### src/hdl/tfd_pkg.sv
package tfd_pkg;

    localparam int unsigned BYTE_W   = 8;
    localparam int unsigned CODE_W   = 8;
    localparam int unsigned LEN_W    = 10;
    localparam int unsigned LIMIT_W  = 11;
    localparam int unsigned COUNT_W  = 11;
    localparam int unsigned TOTAL_W  = 12;
    localparam int unsigned CLASS_W  = 3;
    localparam int unsigned CFG_IDX_W  = 3;
    localparam int unsigned CFG_DATA_W = 11;

    // start pattern of a valid header
    localparam logic [BYTE_W-1:0] START_BYTE0 = 8'h41;
    localparam logic [BYTE_W-1:0] START_BYTE1 = 8'h00;
    localparam logic [BYTE_W-1:0] START_BYTE2 = 8'h29;

    // frame class codes
    localparam logic [CLASS_W-1:0] CLASS_OPERATING = 3'd0;
    localparam logic [CLASS_W-1:0] CLASS_PARAMETER = 3'd1;
    localparam logic [CLASS_W-1:0] CLASS_LABEL     = 3'd2;
    localparam logic [CLASS_W-1:0] CLASS_UNKNOWN   = 3'd3;
    localparam logic [CLASS_W-1:0] CLASS_NO_START  = 3'd4;

    // register indexes
    localparam logic [CFG_IDX_W-1:0] REG_OPER_CODE   = 3'd0;
    localparam logic [CFG_IDX_W-1:0] REG_OPER_LEN    = 3'd1;
    localparam logic [CFG_IDX_W-1:0] REG_PARAM_CODE  = 3'd2;
    localparam logic [CFG_IDX_W-1:0] REG_PARAM_LEN   = 3'd3;
    localparam logic [CFG_IDX_W-1:0] REG_LABEL_CODE  = 3'd4;
    localparam logic [CFG_IDX_W-1:0] REG_LABEL_LEN   = 3'd5;
    localparam logic [CFG_IDX_W-1:0] REG_UNKNOWN_LIM = 3'd6;
    localparam logic [CFG_IDX_W-1:0] REG_DRAIN_LIM   = 3'd7;

    // register reset values
    localparam logic [CODE_W-1:0]  RST_OPER_CODE   = 8'h4A;
    localparam logic [LEN_W-1:0]   RST_OPER_LEN    = 10'd275;
    localparam logic [CODE_W-1:0]  RST_PARAM_CODE  = 8'h56;
    localparam logic [LEN_W-1:0]   RST_PARAM_LEN   = 10'd784;
    localparam logic [CODE_W-1:0]  RST_LABEL_CODE  = 8'h42;
    localparam logic [LEN_W-1:0]   RST_LABEL_LEN   = 10'd32;
    localparam logic [LIMIT_W-1:0] RST_UNKNOWN_LIM = 11'd1000;
    localparam logic [LIMIT_W-1:0] RST_DRAIN_LIM   = 11'd2000;

    localparam logic [TOTAL_W-1:0] HEADER_BYTES = 12'd4;

endpackage

### src/hdl/typed_frame_deframer_xor_check.sv
// A result is registered and shows on the output in the cycle after the item that ends a frame.
// Throughput: one item per cycle while o_in_stall is low; the byte counter, target compare and
// running XOR all settle combinationally between the input handshake and the result register.
// Input stall follows output stall only while a result is held in the output register.
// Reset (i_rst_n low, synchronous): header phase, counters and XOR cleared, pattern flag set,
// registers back to their defaults, output register empty.
module typed_frame_deframer_xor_check (
    input  logic                           i_clk,
    input  logic                           i_rst_n,
    // configuration write channel
    input  logic                           i_cfg_valid,
    output logic                           o_cfg_ready,
    input  logic [tfd_pkg::CFG_IDX_W-1:0]  i_cfg_index,
    input  logic [tfd_pkg::CFG_DATA_W-1:0] i_cfg_data,
    // input item channel
    input  logic                           i_in_valid,
    output logic                           o_in_stall,
    input  logic                           i_command,
    input  logic [tfd_pkg::BYTE_W-1:0]     i_rx_byte,
    // result item channel
    output logic                           o_out_valid,
    input  logic                           i_out_stall,
    output logic [tfd_pkg::CLASS_W-1:0]    o_frame_class,
    output logic [tfd_pkg::CODE_W-1:0]     o_type_byte,
    output logic [tfd_pkg::TOTAL_W-1:0]    o_byte_total,
    output logic                           o_length_complete,
    output logic                           o_checksum_good
);
    import tfd_pkg::*;

    typedef enum logic [1:0] {
        PH_HEADER,
        PH_BODY,
        PH_DRAIN
    } t_phase;

    // configuration registers
    logic [CODE_W-1:0]  r_oper_code,  r_param_code, r_label_code;
    logic [LEN_W-1:0]   r_oper_len,   r_param_len,  r_label_len;
    logic [LIMIT_W-1:0] r_unknown_lim, r_drain_lim;

    // frame state
    t_phase             r_phase,      n_phase;
    logic [1:0]         r_hdr_count,  n_hdr_count;
    logic               r_pattern_ok, n_pattern_ok;
    logic [CODE_W-1:0]  r_held_type,  n_held_type;
    logic [CLASS_W-1:0] r_held_class, n_held_class;
    logic [COUNT_W-1:0] r_body_count, n_body_count;
    logic [COUNT_W-1:0] r_body_target, n_body_target;
    logic [BYTE_W-1:0]  r_xor,        n_xor;
    logic [BYTE_W-1:0]  r_prev_byte,  n_prev_byte;

    // result register
    logic               r_out_valid;
    logic [CLASS_W-1:0] r_out_class;
    logic [CODE_W-1:0]  r_out_type;
    logic [TOTAL_W-1:0] r_out_total;
    logic               r_out_complete;
    logic               r_out_good;

    logic               in_accept;
    logic               emit;
    logic               emit_complete;
    logic               emit_good;
    logic [COUNT_W-1:0] emit_count;
    logic [COUNT_W-1:0] body_inc;

    // The output register frees itself when empty or when its item is taken this cycle.
    assign o_in_stall  = r_out_valid & i_out_stall;
    assign in_accept   = i_in_valid & ~o_in_stall;
    assign o_cfg_ready = 1'b1;

    assign body_inc = r_body_count + COUNT_W'(1);

    always_comb begin
        n_phase       = r_phase;
        n_hdr_count   = r_hdr_count;
        n_pattern_ok  = r_pattern_ok;
        n_held_type   = r_held_type;
        n_held_class  = r_held_class;
        n_body_count  = r_body_count;
        n_body_target = r_body_target;
        n_xor         = r_xor;
        n_prev_byte   = r_prev_byte;
        emit          = 1'b0;
        emit_complete = 1'b0;
        emit_count    = '0;

        if (i_command) begin
            // Line idle: ignore in the header, close the frame elsewhere.
            emit_count = r_body_count;
            if (r_phase == PH_BODY || r_phase == PH_DRAIN) begin
                emit          = 1'b1;
                emit_complete = (r_body_count >= r_body_target);
            end
        end else begin
            n_xor       = r_xor ^ i_rx_byte;
            n_prev_byte = i_rx_byte;
            unique case (r_phase) inside
                PH_BODY, PH_DRAIN: begin
                    n_body_count = body_inc;
                    emit_count   = body_inc;
                    if (body_inc >= r_body_target) begin
                        emit          = 1'b1;
                        emit_complete = 1'b1;
                    end
                end
                default: begin
                    // header collection; an unused phase code behaves as header
                    if (r_hdr_count == 2'd0 && i_rx_byte != START_BYTE0) n_pattern_ok = 1'b0;
                    if (r_hdr_count == 2'd1 && i_rx_byte != START_BYTE1) n_pattern_ok = 1'b0;
                    if (r_hdr_count == 2'd2 && i_rx_byte != START_BYTE2) n_pattern_ok = 1'b0;
                    if (r_hdr_count != 2'd3) begin
                        n_hdr_count = r_hdr_count + 2'd1;
                        n_phase     = PH_HEADER;
                    end else begin
                        n_held_type  = i_rx_byte;
                        n_body_count = '0;
                        n_hdr_count  = 2'd0;
                        if (!r_pattern_ok) begin
                            n_held_class  = CLASS_NO_START;
                            n_body_target = r_drain_lim;
                            n_phase       = PH_DRAIN;
                        end else begin
                            // operating wins over parameter, parameter over label
                            if (i_rx_byte == r_oper_code) begin
                                n_held_class  = CLASS_OPERATING;
                                n_body_target = COUNT_W'(r_oper_len);
                            end else if (i_rx_byte == r_param_code) begin
                                n_held_class  = CLASS_PARAMETER;
                                n_body_target = COUNT_W'(r_param_len);
                            end else if (i_rx_byte == r_label_code) begin
                                n_held_class  = CLASS_LABEL;
                                n_body_target = COUNT_W'(r_label_len);
                            end else begin
                                n_held_class  = CLASS_UNKNOWN;
                                n_body_target = r_unknown_lim;
                            end
                            n_phase = PH_BODY;
                        end
                        // a zero length closes the frame on the type byte
                        if (n_body_target == '0) begin
                            emit          = 1'b1;
                            emit_complete = 1'b1;
                        end
                    end
                end
            endcase
        end

        // XOR of all bytes but the last: running XOR with the last byte removed again
        emit_good = (n_held_class != CLASS_NO_START) && ((n_xor ^ n_prev_byte) == '0);

        if (emit) begin
            n_phase      = PH_HEADER;
            n_hdr_count  = 2'd0;
            n_pattern_ok = 1'b1;
            n_body_count = '0;
            n_xor        = '0;
        end
    end

    // configuration writes
    always_ff @(posedge i_clk) begin
        if (!i_rst_n) begin
            r_oper_code   <= RST_OPER_CODE;
            r_oper_len    <= RST_OPER_LEN;
            r_param_code  <= RST_PARAM_CODE;
            r_param_len   <= RST_PARAM_LEN;
            r_label_code  <= RST_LABEL_CODE;
            r_label_len   <= RST_LABEL_LEN;
            r_unknown_lim <= RST_UNKNOWN_LIM;
            r_drain_lim   <= RST_DRAIN_LIM;
        end else if (i_cfg_valid && o_cfg_ready) begin
            unique case (i_cfg_index)
                REG_OPER_CODE:   r_oper_code   <= i_cfg_data[CODE_W-1:0];
                REG_OPER_LEN:    r_oper_len    <= i_cfg_data[LEN_W-1:0];
                REG_PARAM_CODE:  r_param_code  <= i_cfg_data[CODE_W-1:0];
                REG_PARAM_LEN:   r_param_len   <= i_cfg_data[LEN_W-1:0];
                REG_LABEL_CODE:  r_label_code  <= i_cfg_data[CODE_W-1:0];
                REG_LABEL_LEN:   r_label_len   <= i_cfg_data[LEN_W-1:0];
                REG_UNKNOWN_LIM: r_unknown_lim <= i_cfg_data[LIMIT_W-1:0];
                REG_DRAIN_LIM:   r_drain_lim   <= i_cfg_data[LIMIT_W-1:0];
                default: ;
            endcase
        end
    end

    // frame state and result register
    always_ff @(posedge i_clk) begin
        if (!i_rst_n) begin
            r_phase       <= PH_HEADER;
            r_hdr_count   <= 2'd0;
            r_pattern_ok  <= 1'b1;
            r_held_type   <= '0;
            r_held_class  <= CLASS_OPERATING;
            r_body_count  <= '0;
            r_body_target <= '0;
            r_xor         <= '0;
            r_prev_byte   <= '0;
            r_out_valid   <= 1'b0;
        end else begin
            if (in_accept) begin
                r_phase       <= n_phase;
                r_hdr_count   <= n_hdr_count;
                r_pattern_ok  <= n_pattern_ok;
                r_held_type   <= n_held_type;
                r_held_class  <= n_held_class;
                r_body_count  <= n_body_count;
                r_body_target <= n_body_target;
                r_xor         <= n_xor;
                r_prev_byte   <= n_prev_byte;
            end
            // advance the result register whenever it is free
            if (!o_in_stall) begin
                r_out_valid <= in_accept & emit;
            end
        end
        if (!o_in_stall && in_accept && emit) begin
            r_out_class    <= n_held_class;
            r_out_type     <= n_held_type;
            r_out_total    <= HEADER_BYTES + TOTAL_W'(emit_count);
            r_out_complete <= emit_complete;
            r_out_good     <= emit_good;
        end
    end

    assign o_out_valid       = r_out_valid;
    assign o_frame_class     = r_out_class;
    assign o_type_byte       = r_out_type;
    assign o_byte_total      = r_out_total;
    assign o_length_complete = r_out_complete;
    assign o_checksum_good   = r_out_good;

`ifndef SYNTH
    // a timeout inside the header never produces a result
    a_hdr_timeout_silent: assert property (@(posedge i_clk) disable iff (!i_rst_n)
        in_accept && i_command && r_phase == PH_HEADER |=> !o_out_valid)
        else $error("result after header timeout");

    // closing a frame returns to a clean header phase
    a_emit_restarts: assert property (@(posedge i_clk) disable iff (!i_rst_n)
        in_accept && emit |=> r_phase == PH_HEADER && r_body_count == '0 &&
                              r_hdr_count == 2'd0 && r_pattern_ok && r_xor == '0)
        else $error("frame state not cleared after result");

    // frames without start pattern never pass the check
    a_no_start_bad: assert property (@(posedge i_clk) disable iff (!i_rst_n)
        o_out_valid && o_frame_class == CLASS_NO_START |-> !o_checksum_good)
        else $error("checksum good on frame without start pattern");

    // a body phase always has a non-zero target and the count stays below it
    a_count_below_target: assert property (@(posedge i_clk) disable iff (!i_rst_n)
        r_phase != PH_HEADER |-> r_body_target != '0 && r_body_count < r_body_target)
        else $error("body count reached target without a result");
`endif

endmodule

### config.mk
export PLATFORM = sky130hd
export DESIGN_NAME = typed_frame_deframer_xor_check
export DESIGN_NICKNAME = d
export VERILOG_FILES = /design/src/hdl/tfd_pkg.sv /design/src/hdl/typed_frame_deframer_xor_check.sv
export SDC_FILE = /design/constraint.sdc
export NUM_CORES = 1
export LEC_CHECK = 0
export BUFFER_PORTS_ARGS = -buffer_cell sky130_fd_sc_hd__buf_2
export CAP_MARGIN = 30
export CORE_MARGIN = 4
export CORE_UTILIZATION = 54
export DETAILED_ROUTE_END_ITERATION = 16
export PLACE_DENSITY = 0.78
export RECOVER_POWER = 50
export SYNTH_ARGS = -nofsm -noshare
export SYNTH_HDL_FRONTEND = slang
export SYNTH_SLANG_ARGS = --single-unit
export TNS_END_PERCENT = 30
### constraint.sdc
create_clock -name i_clk -period 4.7 [get_ports i_clk]
set_input_delay 0.235 -clock i_clk [delete_from_list [all_inputs] [get_ports i_clk]]
set_output_delay 0.235 -clock i_clk [all_outputs]
set_load 0.02 [all_outputs]
==> run summary <==
Outcome -> finished with violations
Failing checks -> capacitance limit, slew limit
Final wirelength -> 19800 um
Non-Filler Instances -> 1174
Layout cells sized above 1 -> 7.24%
CTS Hold Buffers Added -> 0
Initial core utilization -> 55.7%
Leading register cell type out of synthesis -> dfxtp_1
GR peak layer -> met2
Vias in the first global route -> 6556
Port Buf Inserts -> 54
First-pass GRT wire length -> 33500 um
HP Start -> i_cfg_data[10]
Crit path required time -> 4710 ps
Reg-to-Reg End -> o_byte_total[3]
Core area -> 14000 um^2
# diodes -> 0
Root Buffer -> clkbuf_16
DR vias/cell -> 5.80
CTS tree -> done
Post-Syn Instances -> 962
Final TNS setup -> 0 ps
Die span in y -> 128 um
Via count -> 6804
#FFs+latches synth -> 156
Worst vdd rail ir drop -> 0.336 mV
WL per Instance -> 16.9 um
Fin crit share -> 89.6%
FFs w/ async S/R, synth -> 0%
Pin count of the biggest net entering global routing -> 85
Clock period minus worst slack -> 4210 ps
Cells after DPL -> 1143
Max_slew headroom -> -153%
# resized after CTS -> 0
Die ar. -> 16500 um^2
GR Util met3 -> 4.65%
Synth Cell Area -> 7820 um^2
Rows -> 43
Crit end category -> flop
Slew @ Worst Pin -> 3790 ps
Worst min path class -> in -> reg
Setup repair bufs after CTS -> 0
Worst Setup SP -> r_body_count[0]
Worst-case clock buffer depth -> 2
Htree depth -> 4
Final setup fails -> 0
Final HPWL DP -> 13800 um
Hold Crit Endpoint -> r_drain_lim[10]
Final hold vios -> 0
Max Clock Freq -> 237 MHz
Number of synthesized flops with an enable pin -> 25
Seq/Total Area, Yosys -> 43.1%
Max Slew Vio Count -> 85
Worst Setup Start Kind -> flop
Final ANT Viol Nets -> 0
Layout net count -> 1038
Yosys Warn Count -> 0
# fillers -> 1266
Reg2reg start -> r_body_count[0]
Library cells used by synthesis -> 69
Design area -> 8580 um^2
Initial antenna violation count -> 0
Post-synthesis average cell area -> 8.13 um^2
Met1 usage -> 35.7%
Cell Pwr Density -> 339 nW/um^2
Fin Clk Skew -> 7.36 ps
DRT iter0 DRCs -> 680
Placed inst area -> 8080 um^2
CP Max Fanout -> 25
Met2 Use GR -> 39.4%
IO Pins -> 56
Clock Sinks -> 156
Worst-Skew Late Latency -> 430 ps
Die X -> 128 um
Power, Total -> 0.00291 W
CTS Buf Count -> 17
Cells on Worst Hold Path -> 3
DR DRC count -> 0
Total Routing Usage GR -> 25.2%
Net count after synthesis -> 1018
Register-to-Register Path Depth -> 14
Pleak -> 3.22 nW
WS Path Type -> reg -> reg
Max-cap viol count -> 1
GPL Wtd Cong -> 0.890
GRT overflow -> 0
Area Overhead vs Synth -> 9.71%
First drt pass iteration count -> 5
Crit path arrival time -> 4220 ps
Unrepaired setup endpoints after global routing -> false
Reg2Reg Setup Slack -> 490 ps
Reg clk slew, reported paths -> 60 ps
[cells in the final DEF (no fill, tap or decap), drive strengths merged, types with 5 or more instances in the layout]
cell / instances
xnor2: 26
edfxtp: 25
dfxtp: 131
o21ai: 55
mux2i: 11
nand2: 238
a21oi: 72
or4: 5
xor2: 21
nor4: 7
o211ai: 5
nor2: 62
inv: 38
nand3: 51
ha: 28
nor2b: 8
a211oi: 9
and2: 5
and3: 10
clkbuf: 56
a22oi: 7
nor3: 16
buf: 28
o211a: 5
o31ai: 5
o21a: 8
nand4: 12
[power by group]
group | internal [W] | switching [W] | total (W)
combinational | 0.0000756 | 0.000148 | 0.000223
clock | 0.000743 | 0.000531 | 0.00127
sequential | 0.00139 | 0.0000282 | 0.00142
[state kept, by name (all words and copies together), names as in the netlist, 8 cells and up]
| name | cells |
|---|---|
| r_body_count | 11 |
| r_oper_len | 10 |
| r_held_type | 8 |
| r_body_target | 11 |
| r_unknown_lim | 11 |
| r_xor | 8 |
| r_param_len | 10 |
| r_label_len | 10 |
| r_drain_lim | 11 |
| r_label_code | 8 |
| r_prev_byte | 8 |
| r_param_code | 8 |
| o_type_byte | 8 |
| r_oper_code | 8 |
| o_byte_total | 12 |
[how the worst max path moves through the flow]
stage | endpoint | slack [ps]
after detailed placement | o_frame_class[0] | 520
after global routing | r_xor[5] | 110
after global placement | o_frame_class[0] | 710
after floorplan | o_byte_total[0] | 1070
final | o_byte_total[3] | 490
after CTS | o_byte_total[3] | 490
[Yosys cell counts, types with 8 or more instances]
cell type,instances,area [um^2]
a21oi_1,71,355
o21ai_0,48,240
nor3_1,15,75.1
edfxtp_1,25,751
nor2_1,61,229
nand4_1,12,75.1
and3_1,9,56.3
xor2_1,20,175
nor2b_1,8,50.1
a211oi_1,9,67.6
o21a_1,8,60.1
xnor2_1,26,228
nand2_1,236,886
ha_1,28,350
nand3_1,51,255
clkbuf_2,8,40.0
inv_1,36,135
dfxtp_1,131,2620
mux2i_1,11,110
clkbuf_1,34,128
[critical path, cell delays in order, from the launching register on]
cell,delay [ps]
dfxtp_1,470
ha_1,310
nand2_1,120
nor2_1,190
nand3_1,230
xnor2_1,230
ha_1,270
and4_1,230
a2111oi_0,430
a32oi_1,240
o21ai_1,160
buf_4,160
inv_1,50
o21ai_0,240
inv_1,480
[stage by stage]
| step | util [%] | worst slack [ps] | hold WS (ps) |
|---|---|---|---|
| final | 61.1 | 486 | 57.0 |
| after global routing | 61.1 | 107 | 82.2 |
| after floorplan | - | 1070 | 359 |
| after detailed placement | 57.5 | 523 | 443 |
| after CTS | 61.4 | 489 | 39.4 |
| after global placement | 57.5 | 711 | 441 |
[layer usage]
| metal | part of all wire (%) | vias up |
|---|---|---|
| li1 | - | 3342 |
| met1 | 47 | 3192 |
| met2 | 45 | 245 |
| met3 | 6.5 | 25 |
| met4 | 1.5 | 0 |
| met5 | 0 | - |
[area by class of cell]
type,instances,area (um^2),area share (%)
multi-input cells,713,4040,47.1
flip-flops and latches,156,3370,39.3
clock buffers,26,509,5.94
repair buffers,58,262,3.05
well taps,180,225,2.63
inverters,36,135,1.58
clock inverters,5,32.5,0.379
[cell families (layout without fill, tap and decap cells)]
family / after synthesis / in the layout / synth area share [%]
compound gates: 196 / 196 / 15.2
other cells: 1 / 1 / 0.0480
flops: 156 / 156 / 43.1
simple gates: 430 / 430 / 25.0
fa+ha+maj: 28 / 28 / 4.48
xor+xnor: 47 / 47 / 5.50
buf+inv: 93 / 125 / 5.17
mux: 11 / 11 / 1.41
(Power assumes the default switching activity.)
